`src/rtl/deq_pkg.sv`:
```
// ----------------------------------------------------------------------------
// deq_pkg
// Shared types and codes for the double-ended queue: request and status
// codes, the classified operation passed from front to back, back FSM states.
// ----------------------------------------------------------------------------
package deq_pkg;

    localparam int DEPTH_DEFAULT = 16;
    localparam int DATA_W        = 32;

    localparam logic [2:0] REQ_PUSH_FRONT = 3'd0;
    localparam logic [2:0] REQ_PUSH_BACK  = 3'd1;
    localparam logic [2:0] REQ_REM_FRONT  = 3'd2;
    localparam logic [2:0] REQ_REM_BACK   = 3'd3;
    localparam logic [2:0] REQ_LIST       = 3'd4;

    localparam logic [1:0] STAT_OK         = 2'd0;
    localparam logic [1:0] STAT_FULL       = 2'd1;
    localparam logic [1:0] STAT_EMPTY_REM  = 2'd2;
    localparam logic [1:0] STAT_EMPTY_LIST = 2'd3;

    typedef enum logic [2:0] {
        OP_PUSH_FRONT,
        OP_PUSH_BACK,
        OP_REM_FRONT,
        OP_REM_BACK,
        OP_LIST
    } op_code_t;

    typedef struct packed {
        op_code_t                   code;
        logic signed [DATA_W-1:0]   data;
    } op_t;

    typedef enum logic [1:0] {
        S_EXEC,
        S_LREAD,
        S_LOUT
    } back_state_t;

endpackage

```
`src/rtl/deq_req_if.sv`:
```
// ----------------------------------------------------------------------------
// deq_req_if
// Request channel: valid/ready handshake carrying one request beat.
// ----------------------------------------------------------------------------
interface deq_req_if;
    logic                                valid;
    logic                                ready;
    logic [2:0]                          req_type;
    logic signed [deq_pkg::DATA_W-1:0]   data_value;

    modport source (output valid, output req_type, output data_value, input ready);
    modport sink   (input valid, input req_type, input data_value, output ready);
endinterface

```
`src/rtl/deq_rsp_if.sv`:
```
// ----------------------------------------------------------------------------
// deq_rsp_if
// Result channel: valid/ready handshake carrying one result beat.
// ----------------------------------------------------------------------------
interface deq_rsp_if;
    logic                                valid;
    logic                                ready;
    logic signed [deq_pkg::DATA_W-1:0]   result_value;
    logic [1:0]                          status;
    logic                                is_listing;
    logic                                last;

    modport source (output valid, output result_value, output status,
                    output is_listing, output last, input ready);
    modport sink   (input valid, input result_value, input status,
                    input is_listing, input last, output ready);
endinterface

```
`src/rtl/deq_ram.sv`:
```
// ----------------------------------------------------------------------------
// deq_ram
// Generic single-write, single-read RAM with registered read data.
// ----------------------------------------------------------------------------
module deq_ram #(
    parameter int WIDTH = 32,
    parameter int DEPTH = 16
) (
    input  logic                       clk,
    input  logic                       we,
    input  logic [$clog2(DEPTH)-1:0]   waddr,
    input  logic [WIDTH-1:0]           wdata,
    input  logic                       re,
    input  logic [$clog2(DEPTH)-1:0]   raddr,
    output logic [WIDTH-1:0]           rdata
);

    logic [WIDTH-1:0] mem [DEPTH];
    logic [WIDTH-1:0] rdata_reg;

    always_ff @(posedge clk)
    begin
        if (we)
        begin
            mem[waddr] <= wdata;
        end
        if (re)
        begin
            rdata_reg <= mem[raddr];
        end
    end

    assign rdata = rdata_reg;

endmodule

```
`src/rtl/deq_front.sv`:
```
// ----------------------------------------------------------------------------
// deq_front
// Accepts request beats, decodes the request type, drops unknown types and
// buffers decoded operations in a two-entry queue toward the back end.
// ----------------------------------------------------------------------------
module deq_front (
    input  logic            clk,
    input  logic            rst_n,
    deq_req_if.sink         req,
    output logic            op_valid,
    output deq_pkg::op_t    op,
    input  logic            op_ready
);

    deq_pkg::op_t       op_q_reg [2];
    logic               wr_ptr_reg;
    logic               wr_ptr_next;
    logic               rd_ptr_reg;
    logic               rd_ptr_next;
    logic [1:0]         fill_reg;
    logic [1:0]         fill_next;
    logic               known;
    deq_pkg::op_code_t  code;
    logic               push;
    logic               pop;

    always_comb
    begin
        known = 1'b1;
        code  = deq_pkg::OP_LIST;
        unique case (req.req_type)
            deq_pkg::REQ_PUSH_FRONT: code = deq_pkg::OP_PUSH_FRONT;
            deq_pkg::REQ_PUSH_BACK:  code = deq_pkg::OP_PUSH_BACK;
            deq_pkg::REQ_REM_FRONT:  code = deq_pkg::OP_REM_FRONT;
            deq_pkg::REQ_REM_BACK:   code = deq_pkg::OP_REM_BACK;
            deq_pkg::REQ_LIST:       code = deq_pkg::OP_LIST;
            default:                 known = 1'b0;
        endcase
    end

    assign req.ready = (fill_reg != 2'd2);
    assign push      = req.valid && req.ready && known;
    assign op_valid  = (fill_reg != 2'd0);
    assign op        = op_q_reg[rd_ptr_reg];
    assign pop       = op_valid && op_ready;

    always_comb
    begin
        wr_ptr_next = push ? ~wr_ptr_reg : wr_ptr_reg;
        rd_ptr_next = pop ? ~rd_ptr_reg : rd_ptr_reg;
        fill_next   = fill_reg + {1'b0, push} - {1'b0, pop};
    end

    always_ff @(posedge clk or negedge rst_n)
    begin
        if (!rst_n)
        begin
            wr_ptr_reg <= 1'b0;
            rd_ptr_reg <= 1'b0;
            fill_reg   <= 2'd0;
        end
        else
        begin
            wr_ptr_reg <= wr_ptr_next;
            rd_ptr_reg <= rd_ptr_next;
            fill_reg   <= fill_next;
        end
    end

    always_ff @(posedge clk)
    begin
        if (push)
        begin
            op_q_reg[wr_ptr_reg] <= '{code: code, data: req.data_value};
        end
    end

endmodule

```
`src/rtl/deq_back.sv`:
```
// ----------------------------------------------------------------------------
// deq_back
// Executes queued operations on the ring: keeps front index and entry count,
// writes pushes into the element RAM, walks the ring for listings and drives
// the registered result channel.
// ----------------------------------------------------------------------------
module deq_back #(
    parameter int DEPTH = deq_pkg::DEPTH_DEFAULT
) (
    input  logic            clk,
    input  logic            rst_n,
    input  logic            op_valid,
    input  deq_pkg::op_t    op,
    output logic            op_ready,
    deq_rsp_if.source       rsp
);

    localparam int IDX_W = $clog2(DEPTH);
    localparam int CNT_W = $clog2(DEPTH + 1);
    localparam int SUM_W = CNT_W + 1;

    deq_pkg::back_state_t             state_reg, state_next;
    logic [IDX_W-1:0]                 front_reg, front_next;
    logic [CNT_W-1:0]                 count_reg, count_next;
    logic [IDX_W-1:0]                 lptr_reg, lptr_next;
    logic [CNT_W-1:0]                 lleft_reg, lleft_next;
    logic                             out_valid_reg, out_valid_next;
    logic signed [deq_pkg::DATA_W-1:0] out_value_reg, out_value_next;
    logic [1:0]                       out_status_reg, out_status_next;
    logic                             out_listing_reg, out_listing_next;
    logic                             out_last_reg, out_last_next;

    logic                             slot_free;
    logic                             full;
    logic                             empty;
    logic [IDX_W-1:0]                 front_dec;
    logic [IDX_W-1:0]                 front_inc;
    logic [IDX_W-1:0]                 lptr_inc;
    logic [SUM_W-1:0]                 back_sum;
    logic [IDX_W-1:0]                 back_addr;

    logic                             ram_we;
    logic [IDX_W-1:0]                 ram_waddr;
    logic                             ram_re;
    logic [deq_pkg::DATA_W-1:0]       ram_rdata;

    deq_ram #(
        .WIDTH (deq_pkg::DATA_W),
        .DEPTH (DEPTH)
    ) u_store (
        .clk   (clk),
        .we    (ram_we),
        .waddr (ram_waddr),
        .wdata (op.data),
        .re    (ram_re),
        .raddr (lptr_reg),
        .rdata (ram_rdata)
    );

    assign slot_free = !out_valid_reg || rsp.ready;
    assign full      = (count_reg == CNT_W'(DEPTH));
    assign empty     = (count_reg == '0);
    assign front_dec = (front_reg == '0) ? IDX_W'(DEPTH - 1) : front_reg - 1'b1;
    assign front_inc = (front_reg == IDX_W'(DEPTH - 1)) ? '0 : front_reg + 1'b1;
    assign lptr_inc  = (lptr_reg == IDX_W'(DEPTH - 1)) ? '0 : lptr_reg + 1'b1;
    assign back_sum  = SUM_W'(front_reg) + SUM_W'(count_reg);
    assign back_addr = (back_sum >= SUM_W'(DEPTH)) ? IDX_W'(back_sum - SUM_W'(DEPTH))
                                                   : back_sum[IDX_W-1:0];

    always_comb
    begin
        state_next       = state_reg;
        front_next       = front_reg;
        count_next       = count_reg;
        lptr_next        = lptr_reg;
        lleft_next       = lleft_reg;
        out_valid_next   = out_valid_reg && !rsp.ready;
        out_value_next   = out_value_reg;
        out_status_next  = out_status_reg;
        out_listing_next = out_listing_reg;
        out_last_next    = out_last_reg;
        op_ready         = 1'b0;
        ram_we           = 1'b0;
        ram_waddr        = back_addr;
        ram_re           = 1'b0;

        unique case (state_reg)
            deq_pkg::S_EXEC:
            begin
                op_ready = slot_free;
                if (op_valid && slot_free)
                begin
                    out_valid_next   = 1'b1;
                    out_value_next   = '0;
                    out_status_next  = deq_pkg::STAT_OK;
                    out_listing_next = 1'b0;
                    out_last_next    = 1'b1;
                    unique case (op.code)
                        deq_pkg::OP_PUSH_FRONT:
                        begin
                            if (full)
                            begin
                                out_status_next = deq_pkg::STAT_FULL;
                            end
                            else
                            begin
                                ram_we     = 1'b1;
                                ram_waddr  = front_dec;
                                front_next = front_dec;
                                count_next = count_reg + 1'b1;
                            end
                        end
                        deq_pkg::OP_PUSH_BACK:
                        begin
                            if (full)
                            begin
                                out_status_next = deq_pkg::STAT_FULL;
                            end
                            else
                            begin
                                ram_we     = 1'b1;
                                count_next = count_reg + 1'b1;
                            end
                        end
                        deq_pkg::OP_REM_FRONT:
                        begin
                            if (empty)
                            begin
                                out_status_next = deq_pkg::STAT_EMPTY_REM;
                            end
                            else
                            begin
                                front_next = front_inc;
                                count_next = count_reg - 1'b1;
                            end
                        end
                        deq_pkg::OP_REM_BACK:
                        begin
                            if (empty)
                            begin
                                out_status_next = deq_pkg::STAT_EMPTY_REM;
                            end
                            else
                            begin
                                count_next = count_reg - 1'b1;
                            end
                        end
                        deq_pkg::OP_LIST:
                        begin
                            if (empty)
                            begin
                                out_status_next = deq_pkg::STAT_EMPTY_LIST;
                            end
                            else
                            begin
                                out_valid_next = out_valid_reg && !rsp.ready;
                                lptr_next      = front_reg;
                                lleft_next     = count_reg;
                                state_next     = deq_pkg::S_LREAD;
                            end
                        end
                        default:
                        begin
                            out_valid_next = out_valid_reg && !rsp.ready;
                        end
                    endcase
                end
            end
            deq_pkg::S_LREAD:
            begin
                ram_re     = 1'b1;
                lptr_next  = lptr_inc;
                state_next = deq_pkg::S_LOUT;
            end
            deq_pkg::S_LOUT:
            begin
                if (slot_free)
                begin
                    out_valid_next   = 1'b1;
                    out_value_next   = ram_rdata;
                    out_status_next  = deq_pkg::STAT_OK;
                    out_listing_next = 1'b1;
                    out_last_next    = (lleft_reg == CNT_W'(1));
                    lleft_next       = lleft_reg - 1'b1;
                    state_next       = (lleft_reg == CNT_W'(1)) ? deq_pkg::S_EXEC
                                                                 : deq_pkg::S_LREAD;
                end
            end
            default:
            begin
                state_next = deq_pkg::S_EXEC;
            end
        endcase
    end

    always_ff @(posedge clk or negedge rst_n)
    begin
        if (!rst_n)
        begin
            state_reg     <= deq_pkg::S_EXEC;
            front_reg     <= '0;
            count_reg     <= '0;
            lptr_reg      <= '0;
            lleft_reg     <= '0;
            out_valid_reg <= 1'b0;
        end
        else
        begin
            state_reg     <= state_next;
            front_reg     <= front_next;
            count_reg     <= count_next;
            lptr_reg      <= lptr_next;
            lleft_reg     <= lleft_next;
            out_valid_reg <= out_valid_next;
        end
    end

    always_ff @(posedge clk)
    begin
        out_value_reg   <= out_value_next;
        out_status_reg  <= out_status_next;
        out_listing_reg <= out_listing_next;
        out_last_reg    <= out_last_next;
    end

    assign rsp.valid        = out_valid_reg;
    assign rsp.result_value = out_value_reg;
    assign rsp.status       = out_status_reg;
    assign rsp.is_listing   = out_listing_reg;
    assign rsp.last         = out_last_reg;

endmodule

```
`src/rtl/double_ended_queue.sv`:
```
// Results: a push or removal request is held in the front-end queue, and its
// result is registered in the back end once the result slot is free.
// Throughput: push and removal 1 request per cycle while results are taken and no
// listing runs; a listing reads, then outputs, each entry (registered RAM read).
// Reset: queue empty (front index and count zero); the element RAM is not
// cleared and needs no clearing pass.
// ----------------------------------------------------------------------------
// double_ended_queue
// Bounded ring-buffer deque of signed 32-bit values with push/remove at both
// ends and a front-to-back listing.
// ----------------------------------------------------------------------------
module double_ended_queue #(
    parameter int DEPTH = deq_pkg::DEPTH_DEFAULT
) (
    input  logic        clk,
    input  logic        rst_n,
    deq_req_if.sink     req,
    deq_rsp_if.source   rsp
);

    logic           op_valid;
    logic           op_ready;
    deq_pkg::op_t   op;

    deq_front u_front (
        .clk      (clk),
        .rst_n    (rst_n),
        .req      (req),
        .op_valid (op_valid),
        .op       (op),
        .op_ready (op_ready)
    );

    deq_back #(
        .DEPTH (DEPTH)
    ) u_back (
        .clk      (clk),
        .rst_n    (rst_n),
        .op_valid (op_valid),
        .op       (op),
        .op_ready (op_ready),
        .rsp      (rsp)
    );

endmodule

```
`src/flat_wrapper.sv`:
```
// flat-port wrapper written by rule: the top's interface ports become plain ports
module double_ended_queue_flat 
#(
    parameter int DEPTH = deq_pkg::DEPTH_DEFAULT
)
  (clk, rst_n, req_valid, req_req_type, req_data_value, req_ready, rsp_valid, rsp_result_value, rsp_status, rsp_is_listing, rsp_last, rsp_ready);
  deq_req_if req_i ();
  deq_rsp_if rsp_i ();
  input  logic clk;
  input  logic rst_n;
  input wire logic [$bits(req_i.valid)-1:0] req_valid;
  input wire logic [$bits(req_i.req_type)-1:0] req_req_type;
  input wire logic [$bits(req_i.data_value)-1:0] req_data_value;
  output wire logic [$bits(req_i.ready)-1:0] req_ready;
  output wire logic [$bits(rsp_i.valid)-1:0] rsp_valid;
  output wire logic [$bits(rsp_i.result_value)-1:0] rsp_result_value;
  output wire logic [$bits(rsp_i.status)-1:0] rsp_status;
  output wire logic [$bits(rsp_i.is_listing)-1:0] rsp_is_listing;
  output wire logic [$bits(rsp_i.last)-1:0] rsp_last;
  input wire logic [$bits(rsp_i.ready)-1:0] rsp_ready;
  assign req_i.valid = req_valid;
  assign req_i.req_type = req_req_type;
  assign req_i.data_value = req_data_value;
  assign req_ready = req_i.ready;
  assign rsp_valid = rsp_i.valid;
  assign rsp_result_value = rsp_i.result_value;
  assign rsp_status = rsp_i.status;
  assign rsp_is_listing = rsp_i.is_listing;
  assign rsp_last = rsp_i.last;
  assign rsp_i.ready = rsp_ready;
  double_ended_queue #(.DEPTH(DEPTH)) u_core (.clk(clk), .rst_n(rst_n), .req(req_i), .rsp(rsp_i));
endmodule
```
`config.mk`:
```
export PLATFORM = sky130hd
export DESIGN_NAME = double_ended_queue_flat
export DESIGN_NICKNAME = d
export VERILOG_FILES = /design/src/rtl/deq_pkg.sv /design/src/rtl/deq_req_if.sv /design/src/rtl/deq_rsp_if.sv /design/src/rtl/deq_ram.sv /design/src/rtl/deq_front.sv /design/src/rtl/deq_back.sv /design/src/rtl/double_ended_queue.sv /design/src/flat_wrapper.sv
export SDC_FILE = /design/constraint.sdc
export NUM_CORES = 1
export LEC_CHECK = 0
export ABC_AREA = 1
export BUFFER_PORTS_ARGS = -buffer_cell sky130_fd_sc_hd__buf_2
export CAP_MARGIN = 15
export CORE_ASPECT_RATIO = 2
export CORE_MARGIN = 2
export CORE_UTILIZATION = 40
export CTS_BUF_LIST = sky130_fd_sc_hd__clkbuf_4 sky130_fd_sc_hd__clkbuf_8 sky130_fd_sc_hd__clkbuf_16
export DETAILED_ROUTE_END_ITERATION = 8
export HOLD_SLACK_MARGIN = 0.06
export PLACE_DENSITY = 0.51
export SLEW_MARGIN = 30
export SYNTH_ARGS = -nofsm -noshare
export SYNTH_HDL_FRONTEND = slang
export SYNTH_SLANG_ARGS = --single-unit
```
`constraint.sdc`:
```
create_clock -name clk -period 8.7 [get_ports clk]
set_input_delay 0 -clock clk [delete_from_list [all_inputs] [get_ports clk]]
set_output_delay 0 -clock clk [all_outputs]
set_load 0.02 [all_outputs]
```
Word level (Yosys, flattened, before mapping)
Memory sizes are Yosys's and may differ from the RTL's. A register that Yosys moved wholly into a read port is not among the register bits.
Cells that the tools add are included.

cells by class
  add/sub/neg operators = 10
  multipliers = 0
  div/mod/pow operators = 0
  order comparisons = 1
  eq/ne operators = 23
  shift operators = 0
  mux-type cells = 62
  bitwise gates (word level) = 2
  reductions and logical operators = 28

operators with widths
  cell                                                 count
  two-way mux 32 bit                                   2
  one-hot mux 32 bit (2 select lines)                  1
  two-way mux 4 bit                                    13
  two-way mux 5 bit                                    6
  two-way mux 1 bit                                    20
  one-hot mux 5 bit (2 select lines)                   2
  two-way mux 2 bit                                    8
  != test 2 bit, second input constant                 8
  one-hot mux 4 bit (2 select lines)                   2
  AND reduction 5 bit                                  3
  == test 3 x 2 -> 1 bit, second input constant        4
  one-hot mux 2 bit (3 select lines)                   2
  one-hot mux 3 bit (4 select lines)                   1
  nonzero test 2 bit                                   5
  subtractor 5 x 1 -> 5 bit, second input constant     2
  adder 4 x 1 -> 4 bit, second input constant          2
  == test 4 bit, second input constant                 2
  one-hot mux 1 bit (2 select lines)                   4
  AND reduction 4 bit                                  2
  subtractor 4 x 1 -> 4 bit, second input constant     2
  adder 4 x 5 -> 6 bit                                 1
  == test 3 x 1 -> 1 bit, second input constant        2
  == test 3 bit, second input constant                 2
  >= comparator 6 x 5 -> 1 bit, second input constant  1
  other kinds (21)                                     29

storage, ports and cells
  bits in registers = 61
  bits in latches = 0
  RAM bits = 582
  ROM bits = 0
  input bits = 39
  output and inout port bits = 38
  word-level logic and storage cells = 141
  memories kept = 2

memories
  name                       depth  bits a word  rd ports  clocked after Yosys merged registers in  write ports  RTL line         text
  u_core.u_back.u_store.mem  16     32           1         1                                        1            deq_ram.sv:18    logic [WIDTH-1:0] mem [DEPTH];
  u_core.u_front.op_q_reg    2      35           1         0                                        1            deq_front.sv:15  deq_pkg::op_t op_q_reg [2];

Depth between registers and ports, before layout
An unclocked memory read counts as a cell.

  depth after elaboration = 8
  gate-level depth with buffers = 14

Hierarchy
Synthesis repeated with hierarchy kept, for this count alone.

unflattened totals
  cells, all modules = 2709
  area, all modules = 29076.6 µm²

modules (own cells, without submodules)
  module     instances  cells an instance  area each (µm²)  sequential area each (µm²)
  deq_ram    1          2120               23050.9          16335.7
  deq_back   1          371                3205.6           1606.5
  deq_front  1          218                2820.2           2202.1

Worst setup path before layout
Ideal clock, no wire load.

  path type = register to register
  start = register u_core.u_back.count_reg[0]
  end = memory u_core.u_back.u_store.mem[0][0] (enable)
  data arrival time = 3027 ps
  data required time = 8279 ps
  setup slack = 5252 ps
  cell stages (with the launch flop) = 12
  cell sequence = dfrtp_1 > ha_1 > inv_1 > fa_1 > xnor2_1 > nand2_1 > nand2_1 > nand2_1 > nand2_2 > inv_1 > nand3_2 > nor2_1

on the way
  longest elaborated chain between the ends = 7
  elaborated cells on any way between the ends = 15
  classes of those cells = 2 x add/sub; 1 x order compare; 1 x eq/ne; 11 x mux

RTL lines
  what                                                           RTL line                         text
  start, declared                                                deq_back.sv:24                   logic [CNT_W-1:0] count_reg, count_next;
  start signal, assigned                                         deq_back.sv:211                  count_reg <= count_next;
  adder 4 x 5 -> 6 bit / == test 5 bit (equally long branches)   deq_back.sv:66, deq_back.sv:61
  >= comparator 6 x 5 -> 1 bit, or another cell as far along     deq_back.sv:67                   assign back_addr = (back_sum >= SUM_W'(DEPTH)) ? IDX_W'(back_sum - SUM_W'(DEPTH))
  two-way mux 4 bit / two-way mux 1 bit (equally long branches)  -
  two-way mux 4 bit / two-way mux 1 bit (equally long branches)  deq_back.sv:101, deq_back.sv:91
  two-way mux 4 bit / two-way mux 1 bit (equally long branches)  deq_back.sv:98, deq_back.sv:87
  two-way mux 4 bit / two-way mux 1 bit (equally long branches)  deq_back.sv:91, deq_ram.sv:23
  two-way mux 4 bit / two-way mux 1 bit (equally long branches)  deq_back.sv:87, deq_ram.sv:25
  end, declared                                                  deq_ram.sv:18

Several ways; a longest one is shown, not always the timed one.

Final worst setup path
  start = register u_core.u_front.rd_ptr_reg
  end = memory u_core.u_back.u_store.mem[2][11] (enable)

on the way
  longest elaborated chain between the ends = 8
  elaborated cells on any way between the ends = 12
  classes of those cells = 1 x eq/ne; 8 x mux; 2 x reduce/logical; 1 x memory

RTL lines
  what                                                              RTL line         text
  start, declared                                                   deq_front.sv:18  logic rd_ptr_reg;
  start signal, assigned                                            deq_front.sv:65  rd_ptr_reg <= rd_ptr_next;
  memory (2 x 35 bit) (*)                                           -
  == test 3 x 1 -> 1 bit / zero test 3 bit (equally long branches)  deq_back.sv:98   unique case (op.code)
  OR reduction 2 bit (no source line)                               -
  two-way mux 1 bit                                                 -
  two-way mux 1 bit                                                 deq_back.sv:91   if (op_valid && slot_free)
  two-way mux 1 bit                                                 deq_back.sv:87   unique case (state_reg)
  two-way mux 1 bit                                                 deq_ram.sv:23    if (we)
  two-way mux 1 bit (implied by the code)                           deq_ram.sv:25    mem[waddr] <= wdata;

Every way passes the cells marked *; elsewhere a longest branch is shown, timed or not.

==> results by group <==
Run status
  • Status: completed

Drt
  • Vias post-DR: 16500
  • DRC violations left: 0
  • Vias per inst: 5.20
  • Routed Wire Length: 66.9 mm
  • Final ANT Viol Nets: 0
  • 1st-iter DRT viols: 1375
  • First-pass DRT Iterations: 7
  • WL/cell: 21.0 um

Timing
  • Final Setup Violations: 0
  • Setup tns final: 0 ps
  • RSZ-0062 raised after global routing: no
  • Worst slew margin: 0.405
  • Max Clock Freq: 0.301 GHz
  • Final Hold Viols: 0
  • Max-slew violations: 0
  • Crit share post-route: 0.382
  • Slew @ Worst Pin: 892 ps
  • Clk_skew: 11.0 ps
  • Min cycle time layout: 3320 ps

Synth
  • EDFF count, synth: 650
  • Ys Warns: 0
  • Synth top area share: 0.724
  • Post-Syn Instances: 2149
  • Top FF cell, synth: edfxtp_1
  • Post-synthesis register bit count: 675
  • Syn Area/Cell: 12.5 um^2
  • Top cells by area, synth: edfxtp_1 (72%), nand2_1 (6.1%), nor2_1 (4.0%)
  • Syn_nets: 2203
  • Post-synth top cells: edfxtp_1 (650), nand2_1 (435), nor2_1 (289), o21ai_0 (213), inv_1 (104)
  • Yosys cell types: 42
  • Most numerous cell in the Yosys netlist: edfxtp_1
  • Area leader, netlist: edfxtp_1
  • Sequential element share of the synthesized area: 0.747
  • Synthesized area: 27000 um^2
  • Asr flop ratio synth: 0.0370

Floorplan
  • Initial Util: 0.404
  • Rows: 134
  • I/O pin cnt: 77
  • Overall die width: 188 um
  • Die Height: 371 um
  • Total die area: 69600 um^2
  • Core box area: 66700 um^2

Pwr
  • Part of the power in registers: 0.422
  • Comb power frac: 0.347
  • Maximum VDD drop: 0.205 mV
  • Pint: 6.68 mW
  • LEAKAGE: 11.0 nW
  • Power Total: 10.8 mW
  • Sw frac: 0.384
  • PD cells: 350 nW/um^2
  • Sw Pwr: 4.16 mW
  • Clock power share: 0.231

Global route
  • Global-route wire length before repair: 101 mm
  • GRT overflow: 0
  • All-Layer GR Usage: 0.193
  • Vias in the first global route: 16600
  • Largest net degree at the start of global routing: 176
  • Initial antenna violation count: 1

CTS
  • CTS H-tree depth: 2
  • Cts repair resizes: 0
  • Worst-Skew Late Latency: 630 ps
  • Post-CTS setup repair buffer count: 0
  • CTS root buf: clkbuf_16
  • Clock buffer depth: 3
  • Inserted Clock Buffers: 58
  • CTS tree: yes
  • Clock Sinks: 675
  • Worst-path clk slew: 60 ps

Final layout
  • Layout cells sized above 1: 0.109
  • Layout area overhead: 14.8%
  • Fill cells: 6078
  • N_diodes: 0
  • Final instance area: 30900 um^2
  • Max FFs per register: 512
  • Layout Nets: 2310

Critical path
  • Max incr delay on CP: 610 ps
  • CP Data Arrival Time: 3650 ps
  • Setup crit end kind: register
  • Critical path buffers and inverters: 6
  • Crit-path slowest cell: nor2_4
  • CP required: 9030 ps
  • Critical-path cell list: buf_4 > inv_2 > buf_4 > nand2_1 > nand2_2 > inv_2 > nor2_4 > nand2_1 > nand2_1 > nand2_2 > inv_1 > nand3_2 > nor2_4 > buf_16
  • Crit path max-delay family: simple AND/OR/NAND/NOR gates
  • CP dominant cell by count: nand2_1
  • Critical Path Fanout Max: 39
  • WS Path Type: register to register
  • CP Launch Type: register

Flow run
  • MaxCap Viol Count: 0

Placement
  • Placed instance area: 28700 um^2
  • IO Port Bufs: 76
  • DP HPWL: 40.7 mm
  • Gpl congestion: 0.849

Hold path
  • Hold Path Class: primary input to register
power by group through the flow:
stage,Clock [mW],Combinational (mW),Sequential (mW)
2_1_floorplan,0,2.25,4.70
3_3_place_gp,0,3.71,4.63
3_5_place_dp,0,3.80,4.64
4_1_cts,2.57,3.83,4.57
5_1_grt,2.67,4.19,4.61
6_report,2.50,3.77,4.57
worst paths after layout:
check	startpoint	end	slack, ps	cells past startpoint
max	u_core.u_front.rd_ptr_reg	u_core.u_back.u_store.mem[2][11]	5380	14
min	req_data_value[14]	u_core.u_front.op_q_reg[1][14]	100	2
max reg2reg	u_core.u_front.rd_ptr_reg	u_core.u_back.u_store.mem[2][11]	5380	14
min reg2reg	u_core.u_back.lleft_reg[1]	u_core.u_back.lleft_reg[1]	510	2
max in group asynchronous	rst_n	u_core.u_back.lptr_reg[0]	8110	4
min in group asynchronous	rst_n	u_core.u_back.lleft_reg[4]	400	4
logic make-up (layout without fill, tap and decap cells):
family	count (synthesis)	after routing	share of synthesized area
adders and majority gates	15	15	0.00752
xor gates and xnor gates	12	12	0.00390
buffers and inverters	220	365	0.0331
DFF	675	675	0.747
AOI/OAI and AO/OA	381	381	0.0792
and+or+nand+nor	846	846	0.129
cell type report:
type	count	area, um^2	area share
multi-input combinational	1254	6070	0.196
sequential	675	20200	0.652
tap	884	1110	0.0358
timing repair buffer	160	1410	0.0455
clock buffer	68	1540	0.0499
inverter	107	407	0.0131
clock inverter	30	244	0.00789
cells in the final DEF, fill, tap and decap left out, types with 39 or more instances in the layout:
| cell type | n |
|---|---|
| a21oi_1 | 64 |
| buf_2 | 76 |
| clkbuf_16 | 59 |
| dlygate4sd3_1 | 47 |
| edfxtp_1 | 650 |
| inv_1 | 103 |
| nand2_1 | 434 |
| nand3_1 | 88 |
| nor2_1 | 270 |
| o21ai_0 | 213 |
| o22ai_1 | 39 |
worst register-to-register path: stages (launching register included):
cell	delay [ps]
dfrtp_1	360
buf_4	260
inv_2	90
buf_4	370
nand2_1	130
nand2_2	170
inv_2	80
nor2_4	140
nand2_1	70
nand2_1	70
nand2_2	90
inv_1	110
nand3_2	210
nor2_4	610
buf_16	260
timing repair:
action                     CTS  global route
hold buffers                48             0
hold endpoints to repair   101             0
setup endpoints to repair    0             0
metrics by stage:
step                      setup slack, ps  std cells  hold WS [ps]  utilization
final                                5380       3178           105        0.464
after global routing                 5150       3178          89.7        0.464
after CTS                            5310       3178          60.1        0.464
after detailed placement             5330       3032          69.7        0.429
after global placement               5110       3020          75.1        0.424
after floorplan                      5250       2149          -296            -
layer usage:
metal  share of wire  track usage  vias up
met1            0.41        0.245     8231
met4           0.025       0.0553        0
met3           0.048       0.0216       84
met2            0.52        0.346      414
li1                -            -     7798
met5               0            0        -
(Power assumes the default switching activity.)
